==> src/rtl/connected_component_labeler_core_macros.svh <==
// ----------------------------------------------------------------------------
// Connected component labeler assertion macros
// Shared concurrent assertion wrappers; they expect i_clk and i_rst_n in scope.
// ----------------------------------------------------------------------------
`ifndef CONNECTED_COMPONENT_LABELER_CORE_MACROS_SVH
`define CONNECTED_COMPONENT_LABELER_CORE_MACROS_SVH

`ifndef ASSERT_OFF
// Expression must hold at every clock edge outside reset
`define CCL_ASSERT(lbl, expr) \
    lbl: assert property (@(posedge i_clk) disable iff (!i_rst_n) (expr)) \
        else $error("ccl assertion failed");
// Antecedent implies consequent in the same cycle
`define CCL_ASSERT_IMPL(lbl, ante, cons) \
    lbl: assert property (@(posedge i_clk) disable iff (!i_rst_n) (ante) |-> (cons)) \
        else $error("ccl implication failed");
// Antecedent implies consequent in the next cycle
`define CCL_ASSERT_NEXT(lbl, ante, cons) \
    lbl: assert property (@(posedge i_clk) disable iff (!i_rst_n) (ante) |=> (cons)) \
        else $error("ccl sequence failed");
`else
`define CCL_ASSERT(lbl, expr)
`define CCL_ASSERT_IMPL(lbl, ante, cons)
`define CCL_ASSERT_NEXT(lbl, ante, cons)
`endif

`endif

==> src/rtl/ccl_ram.sv <==
// ----------------------------------------------------------------------------
// Connected component labeler generic RAM
// One write port, one read port, read data registered.
// ----------------------------------------------------------------------------
module ccl_ram #(
    parameter int WIDTH = 64,
    parameter int DEPTH = 4
) (
    input  logic                                  i_clk,
    input  logic                                  i_we,
    input  logic [((DEPTH > 1) ? $clog2(DEPTH) : 1)-1:0] i_waddr,
    input  logic [WIDTH-1:0]                      i_wdata,
    input  logic [((DEPTH > 1) ? $clog2(DEPTH) : 1)-1:0] i_raddr,
    output logic [WIDTH-1:0]                      o_rdata
);

    logic [WIDTH-1:0] r_mem [DEPTH];
    logic [WIDTH-1:0] r_rdata;

    always_ff @(posedge i_clk) begin
        if (i_we) begin
            r_mem[i_waddr] <= i_wdata;
        end
        r_rdata <= r_mem[i_raddr];
    end

    assign o_rdata = r_rdata;

endmodule
==> config.mk <==
export PLATFORM = sky130hd
export DESIGN_NAME = ccl_ram
export DESIGN_NICKNAME = d
export VERILOG_FILES = /design/src/rtl/connected_component_labeler_core_macros.svh /design/src/rtl/ccl_ram.sv
export SDC_FILE = /design/constraint.sdc
export NUM_CORES = 1
export LEC_CHECK = 0
export ABC_AREA = 1
export ABC_CLOCK_PERIOD_IN_PS = 5800
export BUFFER_PORTS_ARGS = -buffer_cell sky130_fd_sc_hd__buf_2
export CAP_MARGIN = 20
export CORE_MARGIN = 1
export CORE_UTILIZATION = 52
export DETAILED_ROUTE_END_ITERATION = 16
export GPL_ROUTABILITY_DRIVEN = 0
export PLACE_DENSITY = 0.72
export SYNTH_ARGS = -nofsm -noshare
export SYNTH_HDL_FRONTEND = slang
export SYNTH_SLANG_ARGS = --single-unit
==> constraint.sdc <==
create_clock -name i_clk -period 5.8 [get_ports i_clk]
set_clock_uncertainty 0.1 [all_clocks]
set_input_delay 0.58 -clock i_clk [delete_from_list [all_inputs] [get_ports i_clk]]
set_output_delay 0.58 -clock i_clk [all_outputs]
set_load 0.005 [all_outputs]
==> results of run 1 <==
==> synth_stat cells, drive strengths merged <==
library cell / instances
buf: 37
inv: 261
clkbuf: 4
nor3: 4
edfxtp: 256
dfxtp: 64
nand2: 320
nand3: 128
==> worst max-delay path by stage <==
stage,startpoint,to,slack [ns],cells past startpoint
global placement,i_raddr[0],o_rdata[6],3.13,6
detailed placement,i_raddr[0],o_rdata[6],3.10,6
floorplan,i_waddr[1],r_mem[0][0],0.09,1
finish,i_raddr[0],o_rdata[48],3.60,6
global route,i_raddr[0],o_rdata[46],3.39,6
CTS,i_raddr[0],o_rdata[48],3.59,6
==> layout by cell type, fill, tap and decap left out, types with 4 or more instances in the layout <==
cell type,instances
clkbuf_1,10
nand3_1,128
buf_4,11
nand2_1,320
nor3_2,4
clkbuf_8,4
clkbuf_16,37
edfxtp_1,256
clkinv_2,4
inv_1,259
dfxtp_1,64
buf_2,132
==> cells by family (layout without fill, tap and decap cells) <==
family | Yosys count | in the layout | share of synthesized area
flip-flops | 320 | 320 | 0.7447
AND/OR/NAND/NOR | 452 | 452 | 0.1546
buffers and inverters | 302 | 467 | 0.1007
other | 0 | 3 | 0
==> where the power goes <==
group	total [mW]	leakage, nW	internal, mW	switching, mW
Clock	2.16	0.559	1.35	0.814
Sequential	2.65	2.89	2.62	0.0367
Combinational	0.288	3.08	0.103	0.185
Total	5.10	6.53	4.07	1.04
==> flip-flops by register name, indices dropped and copies added, names as in the netlist <==
| signal | cells |
|---|---|
| r_mem | 256 |
| o_rdata | 64 |
==> routing by layer <==
metal / part of all wire / up-vias / track usage / wire, microns
met1: 0.42 / 3346 / 0.2340 / 9235
met4: 0.028 / 4 / 0.07143 / 626
met3: 0.058 / 55 / 0.04287 / 1276
met2: 0.49 / 179 / 0.3364 / 10890
met5: 0.0013 / - / 0 / 28
li1: - / 3638 / - / -
==> area by class of cell <==
cell class	instances	area, sq um	area share
multi-input combinational	452	1882	0.1334
timing repair buffer	145	774.5	0.05489
sequential	320	8969	0.6356
antenna	3	7.507	0.0005320
inverter	261	982.2	0.06960
clock buffer	51	1018	0.07218
tap	285	356.6	0.02527
clock inverter	10	121.4	0.008601
==> stage by stage <==
stage	std cells	power [mW]	utilization
2_1_floorplan	1074	2.867	-
3_3_place_gp	1462	2.983	0.5704
3_5_place_dp	1462	2.996	0.5704
4_1_cts	1523	5.151	0.6206
5_1_grt	1525	5.287	0.6212
6_report	1527	5.103	0.6214
==> flow_summary.json, run 1 <==
{
  "status": "completed",
  "cp.arrival_ns": 2.48,
  "period_needed_ns": 2.202,
  "drc_errors": 0,
  "p_leak_nw": 6.528,
  "die-area_sq_um": 23770,
  "min_path_type": "primary input to flop",
  "syn-num-nets": 1144,
  "slew_headroom": 0.4306,
  "final_nets": 1284,
  "area_growth_pct": 17.17,
  "slew_viol_final": 0,
  "design_area_sq_um": 14110,
  "cts_buffer_depth": 3,
  "via_per_inst": 4.730,
  "post-cts-setup-buffer-count": 0,
  "hpwl_mm": 12.01,
  "syn_area_sq_um": 12040,
  "yosysSeqAreaShare": 0.7447,
  "dp_slack_ns": 3.100,
  "post_dp_cell_area_sq_um": 12950,
  "crit_chain": "buf_4 > inv_4 > buf_4 > nand2_1 > nand3_1 > nand2_1",
  "fin_hold_ws_ns": 0.1890,
  "grt_pass1_vias": 7058,
  "final_layout_size_suffix_gt1_frac": 0.1606,
  "ys_seq_elements": 320,
  "postCtsHoldBufs": 0,
  "hold_depth": 1,
  "grt_use_total": 0.1924,
  "cts_max_level": 2,
  "hold_end": "r_mem[2][7]",
  "yosys-top-cells-area": "edfxtp_1 (64%), dfxtp_1 (11%), nand2_1 (10%)",
  "portBuffers": 133,
  "fp.dieH_microns": 154.2,
  "critPathCaptureType": "flop",
  "fp.dieW_microns": 154.2,
  "worst_r2r_endpoint": "o_rdata[31]",
  "hp-start": "i_wdata[7]",
  "rows": 55,
  "synth.top_cell.area_share": 0.6383,
  "crit_path_start_kind": "primary input",
  "finalWorstSetupSlack_ns": 3.598,
  "totalWireLength_mm": 22.06,
  "clock_sinks": 320,
  "grt_start_max_net_pins": 76,
  "hold_violations": 0,
  "grt_pass1_wl_mm": 35.07,
  "worstSetupPathType": "primary input to flop",
  "peakVddDrop_v": 0.0002851,
  "wl_per_cell_microns": 14.45,
  "clk_pin_slew_worst_paths_ns": 0.06,
  "setup_violations": 0,
  "cp_max_fo": 66,
  "dr.pass1.iters": 4,
  "num_vias": 7222,
  "rsz0062_at_grt": "false",
  "max_freq_mhz": 454.2,
  "drt_iter0_drc": 368,
  "grt.overflow.total": 0,
  "io_pins": 134,
  "worstReg2RegStart": "r_mem[1][31]",
  "coreArea_sq_um": 22710,
  "powerDensity_nw_per_um2": 361.6,
  "cp_top_family": "buffers and inverters",
  "ys_types": 11,
  "cts-root-buf": "clkbuf_16",
  "syn_area_per_cell_sq_um": 11.21,
  "path_buf_inv": 3,
  "fin_crit_sh": 0.3796,
  "cp.required_ns": 6.08,
  "ant_nets": 0,
  "cp_slowest_stage_delay_ns": 0.67,
  "critical-path-slowest-cell": "buf_4",
  "worstRegToRegCells": 4,
  "post_cts_resized": 0,
  "tns_ns": 0,
  "antenna_found_initial": 4,
  "worst_slew_pin_slew_ns": 0.8541,
  "worstSkewPairLatency_ns": 0.50,
  "start_util": 0.5303,
  "r2r_slack_ns": 4.92,
  "cts_tree": "built",
  "yosysTopAreaCell": "edfxtp_1",
  "yosysWarnings": 0,
  "cts_buffers": 34,
  "netlist_instances": 1074,
  "nFillCells": 1794,
  "cap_violations": 0
}
Power figures use the tool's default switching activity.
==> inputs of run 2 (changes only) <==
--- a/config.mk
+++ b/config.mk
@@ -6,7 +6,7 @@
 export NUM_CORES = 1
 export LEC_CHECK = 0
 export ABC_AREA = 1
-export ABC_CLOCK_PERIOD_IN_PS = 5800
+export ABC_CLOCK_PERIOD_IN_PS = 2000
 export BUFFER_PORTS_ARGS = -buffer_cell sky130_fd_sc_hd__buf_2
 export CAP_MARGIN = 20
 export CORE_MARGIN = 1
==> constraint.sdc (replaced) <==
create_clock -name i_clk -period 2 [get_ports i_clk]
set_clock_uncertainty 0.1 [all_clocks]
set_input_delay 0.2 -clock i_clk [delete_from_list [all_inputs] [get_ports i_clk]]
set_output_delay 0.2 -clock i_clk [all_outputs]
set_load 0.005 [all_outputs]
==> flow_summary.json, run 2 (same netlist as run 1, synthesis figures left out) <==
{
  "dp_slack_ns": 0.4568,
  "worstSkewPairLatency_ns": 0.54,
  "wl_per_cell_microns": 14.97,
  "grt_start_max_net_pins": 68,
  "antenna_found_initial": 1,
  "r2r_slack_ns": 1.06,
  "path_buf_inv": 1,
  "via_per_inst": 4.744,
  "worstRegToRegCells": 4,
  "peakVddDrop_v": 0.0007553,
  "ant_nets": 0,
  "hpwl_mm": 13.19,
  "grt.overflow.total": 0,
  "grt_pass1_wl_mm": 38.34,
  "cp.required_ns": 1.70,
  "cp_top_family": "flip-flops",
  "clk_pin_slew_worst_paths_ns": 0.06,
  "hold_violations": 0,
  "fp.dieW_microns": 154.2,
  "setup_violations": 0,
  "cts_buffer_depth": 3,
  "p_leak_nw": 6.790,
  "grt_pass1_vias": 7674,
  "cp.arrival_ns": 1.06,
  "cts_buffers": 31,
  "start_util": 0.5303,
  "cp_max_fo": 1,
  "crit_chain": "buf_2",
  "hp-start": "i_raddr[0]",
  "fin_hold_ws_ns": 0.03721,
  "totalWireLength_mm": 23.78,
  "clock_sinks": 320,
  "critPathCaptureType": "output pin",
  "num_vias": 7534,
  "final_nets": 1348,
  "crit_path_start_kind": "flop",
  "fp.dieH_microns": 154.2,
  "post_cts_resized": 0,
  "area_growth_pct": 22.68,
  "fin_crit_sh": 0.6816,
  "largest_register": "r_mem",
  "hold_depth": 4,
  "io_pins": 134,
  "hold_end": "o_rdata[4]",
  "rsz0062_at_grt": "false",
  "drt_iter0_drc": 441,
  "final_layout_size_suffix_gt1_frac": 0.1513,
  "status": "completed",
  "cts-root-buf": "clkbuf_16",
  "slew_headroom": 0.4703,
  "drc_errors": 0,
  "critPathLaunch": "o_rdata[0]",
  "min_path_type": "primary input to flop",
  "cts_max_level": 1,
  "max_freq_mhz": 733.6,
  "slew_viol_final": 0,
  "cp_slowest_stage_delay_ns": 0.38,
  "cap_violations": 0,
  "worst_r2r_endpoint": "o_rdata[59]",
  "grt_use_total": 0.2078,
  "largest_reg_flops": 256,
  "period_needed_ns": 1.363,
  "portBuffers": 133,
  "worst_slew_pin_slew_ns": 0.7945,
  "cts_tree": "built",
  "mostFrequentLayoutCells": "nand2_1 (320), inv_1 (259), edfxtp_1 (256)",
  "rows": 55,
  "tns_ns": 0,
  "final_common_cell": "nand2_1",
  "powerDensity_nw_per_um2": 985.5,
  "dr.pass1.iters": 4,
  "worstReg2RegStart": "r_mem[3][59]",
  "finalWorstSetupSlack_ns": 0.6369,
  "critical-path-slowest-cell": "dfxtp_1",
  "die-area_sq_um": 23770,
  "coreArea_sq_um": 22710,
  "worstSetupPathType": "flop to output pin"
}
run 2: changes by cell type in the layout (fill, tap and decap cells not counted), sizes merged:
cell / before / now
clkinv: 7 / 3
buf: 145 / 148
dlygate4sd3: 0 / 64
diode: 3 / 1
run 2: metal layers:
layer / GRT usage / vias up / wire, microns
met2: 0.3719 / 197 / 11900
li1: - / 3756 / -
met4: 0.06619 / 0 / 504
met1: 0.2591 / 3543 / 10130
met5: 0 / - / 0
met3: 0.03306 / 38 / 1232
run 2: worst min-delay path: stages:
cell	delay, ns
buf_4	0.22
nand2_1	0.11
nand3_1	0.06
nand2_1	0.05
run 2: worst max-delay path by stage:
stage	endpoint	slack, ns	cells after the start
after global routing	o_rdata[63]	0.61	1
after floorplan	r_mem[0][0]	-0.41	2
after global placement	r_mem[3][37]	0.47	4
after CTS	o_rdata[0]	0.63	1
after detailed placement	r_mem[1][41]	0.46	4
final	o_rdata[0]	0.64	1
run 2: metrics by stage:
step	area, sq um	power [mW]	cells	util
floorplan	12090	8.303	1074	-
global placement	13100	8.693	1466	0.5766
detailed placement	13100	8.739	1466	0.5766
CTS	14770	14.65	1587	0.6505
global route	14770	15.06	1588	0.6506
finish	14770	14.56	1588	0.6506
run 2: timing repair:
item / 4_1_cts / 5_1_grt
endpoints found under the hold margin: 256 / 0
buffers inserted: 0 / 0
endpoints found under the setup margin: 0 / 0
hold buffers: 64 / 0
run 2: final cells by class:
type | instances | area, sq um
clock buffers | 51 | 932.1
inverters | 261 | 982.2
clock inverters | 6 | 103.9
flip-flops and latches | 320 | 8969
multi-input cells | 452 | 1907
diodes | 1 | 2.502
well taps | 285 | 356.6
repair buffers | 212 | 1521
fillers | 1691 | 7935
run 2: power breakdown:
group | internal [mW] | switching, mW
Combinational | 0.404 | 0.598
Clock | 3.54 | 2.32
Sequential | 7.59 | 0.106
==> inputs of run 3 (changes only) <==
--- a/config.mk
+++ b/config.mk
@@ -6,14 +6,14 @@
 export NUM_CORES = 1
 export LEC_CHECK = 0
 export ABC_AREA = 1
-export ABC_CLOCK_PERIOD_IN_PS = 2000
+export ABC_CLOCK_PERIOD_IN_PS = 1400
 export BUFFER_PORTS_ARGS = -buffer_cell sky130_fd_sc_hd__buf_2
 export CAP_MARGIN = 20
 export CORE_MARGIN = 1
-export CORE_UTILIZATION = 52
+export CORE_UTILIZATION = 55
 export DETAILED_ROUTE_END_ITERATION = 16
 export GPL_ROUTABILITY_DRIVEN = 0
-export PLACE_DENSITY = 0.72
+export PLACE_DENSITY = 0.73
 export SYNTH_ARGS = -nofsm -noshare
 export SYNTH_HDL_FRONTEND = slang
 export SYNTH_SLANG_ARGS = --single-unit
==> constraint.sdc (replaced) <==
create_clock -name i_clk -period 1.4 [get_ports i_clk]
set_clock_uncertainty 0.1 [all_clocks]
set_input_delay 0.14 -clock i_clk [delete_from_list [all_inputs] [get_ports i_clk]]
set_output_delay 0.14 -clock i_clk [all_outputs]
set_load 0.005 [all_outputs]
==> flow_summary.json, run 3 (same netlist as run 1, synthesis figures left out) <==
{
  "status": "completed",
  "rsz0062_at_grt": "false",
  "path_buf_inv": 1,
  "setup_violations": 0,
  "final_cells": 1594,
  "fp.dieH_microns": 150.0,
  "hpwl_mm": 14.07,
  "cp_slowest_stage_delay_ns": 0.39,
  "final_nets": 1362,
  "netSwitchingFraction": 0.2047,
  "start_util": 0.5675,
  "use_met1": 0.2686,
  "grt_pass1_wl_mm": 37.88,
  "cp_max_fo": 1,
  "final_layout_size_suffix_gt1_frac": 0.1624,
  "p_leak_nw": 6.946,
  "num_vias": 7692,
  "fp.dieW_microns": 150.0,
  "dp.cells": 1466,
  "drc_errors": 0,
  "largest_register": "r_mem",
  "tns_ns": 0,
  "crit_path_start_kind": "flop",
  "worstSetupPathType": "flop to output pin",
  "fin_crit_sh": 0.9148,
  "via_per_inst": 4.826,
  "crit_chain": "buf_2",
  "grt.overflow.total": 0,
  "final_core_util": 0.7122,
  "met2_usage": 0.3903,
  "dp_slack_ns": -0.05085,
  "post_cts_resized": 0,
  "die-area_sq_um": 22490,
  "nFillCells": 1447,
  "dr.pass1.iters": 5,
  "grt-busiest-layer": "met2",
  "post_dp_cell_area_sq_um": 13270,
  "period_needed_ns": 1.281,
  "clk_pin_slew_worst_paths_ns": 0.06,
  "max_freq_mhz": 780.8,
  "power_mw": 21.74,
  "cts_tree": "built",
  "cap_violations": 0,
  "grt_use_total": 0.2215,
  "portBuffers": 133,
  "peakVddDrop_v": 0.001028,
  "worstSkewPairLatency_ns": 0.51,
  "p_seq_frac": 0.506,
  "cts_buffer_depth": 3,
  "antenna_found_initial": 1,
  "slew_headroom": 0.7182,
  "cp.required_ns": 1.16,
  "largest_reg_flops": 256,
  "drt_iter0_drc": 403,
  "cts_buffers": 34,
  "area_growth_pct": 25.50,
  "critical-path-slowest-cell": "dfxtp_1",
  "p_int_mw": 17.29,
  "power.share.combinational": 0.069,
  "cts-root-buf": "clkbuf_16",
  "grt_pass1_vias": 7865,
  "cp_top_family": "flip-flops",
  "use_met3": 0.04299,
  "slew_viol_final": 0,
  "multi_input_area_sq_um": 1907,
  "fin_hold_ws_ns": 0.04678,
  "final_common_cell": "nand2_1",
  "mostFrequentLayoutCells": "nand2_1 (320), inv_1 (259), edfxtp_1 (256)",
  "cts_max_level": 2,
  "cp.arrival_ns": 1.04,
  "hold_violations": 0,
  "io_pins": 134,
  "ant_nets": 0,
  "finalWorstSetupSlack_ns": 0.1193,
  "clock_sinks": 320,
  "clock_power_share": 0.426,
  "critPathCaptureType": "output pin",
  "rows": 53,
  "p_sw_mw": 4.450,
  "worst_slew_pin_slew_ns": 0.4227,
  "design_area_sq_um": 15110,
  "coreArea_sq_um": 21220,
  "powerDensity_nw_per_um2": 1438,
  "wl_per_cell_microns": 14.99,
  "min_path_type": "primary input to flop",
  "grt_start_max_net_pins": 59,
  "regArea_sq_um": 8969,
  "totalWireLength_mm": 23.89
}
[run 3: cell count changes in the layout (fill, tap and decap cells not counted), moves of 2 or more]
| cell | delta |
|---|---|
| buf_12 | +9 |
| clkinv_8 | +2 |
| clkbuf_1 | -2 |
| clkbuf_16 | +3 |
| bufinv_16 | +2 |
[run 3: timing repair]
item | 4_1_cts | 5_1_grt
hold buffers | 65 | 0
buffers inserted | 0 | 0
endpoints found under the hold margin | 257 | 0
[run 3: final timing paths]
check                    start           to  slack (ns)  cells past startpoint
hold reg to reg   r_mem[0][63]  o_rdata[63]        0.42                      4
hold / removal      i_raddr[1]  o_rdata[24]        0.05                      4
setup reg to reg  r_mem[3][31]  o_rdata[31]        0.48                      4
setup / recovery    o_rdata[0]   o_rdata[0]        0.12                      1
[run 3: cell type report]
class / count / area share
multi-input cells: 452 / 0.1262
inverters: 261 / 0.06499
repair buffers: 223 / 0.1138
diodes: 1 / 0.0001656
well taps: 275 / 0.02277
clock buffers: 51 / 0.06524
flip-flops and latches: 320 / 0.5934
clock inverters: 11 / 0.01349
[run 3: power by group through the flow]
stage          combinational, mW  sequential (mW)  clock [mW]
5_1_grt                     1.67             11.0        9.83
3_3_place_gp                1.30             11.2           0
3_5_place_dp                1.34             11.2           0
6_report                    1.49             11.0        9.26
4_1_cts                     1.50             11.0        9.41
2_1_floorplan              0.674             11.2           0
[run 3: metal layers]
| metal | up-vias | share of wire | wire [microns] |
|---|---|---|---|
| li1 | 3790 | - | - |
| met1 | 3622 | 0.41 | 9710 |
| met2 | 221 | 0.51 | 12160 |
| met3 | 59 | 0.057 | 1352 |
| met4 | 0 | 0.028 | 667 |
| met5 | - | 0 | 0 |
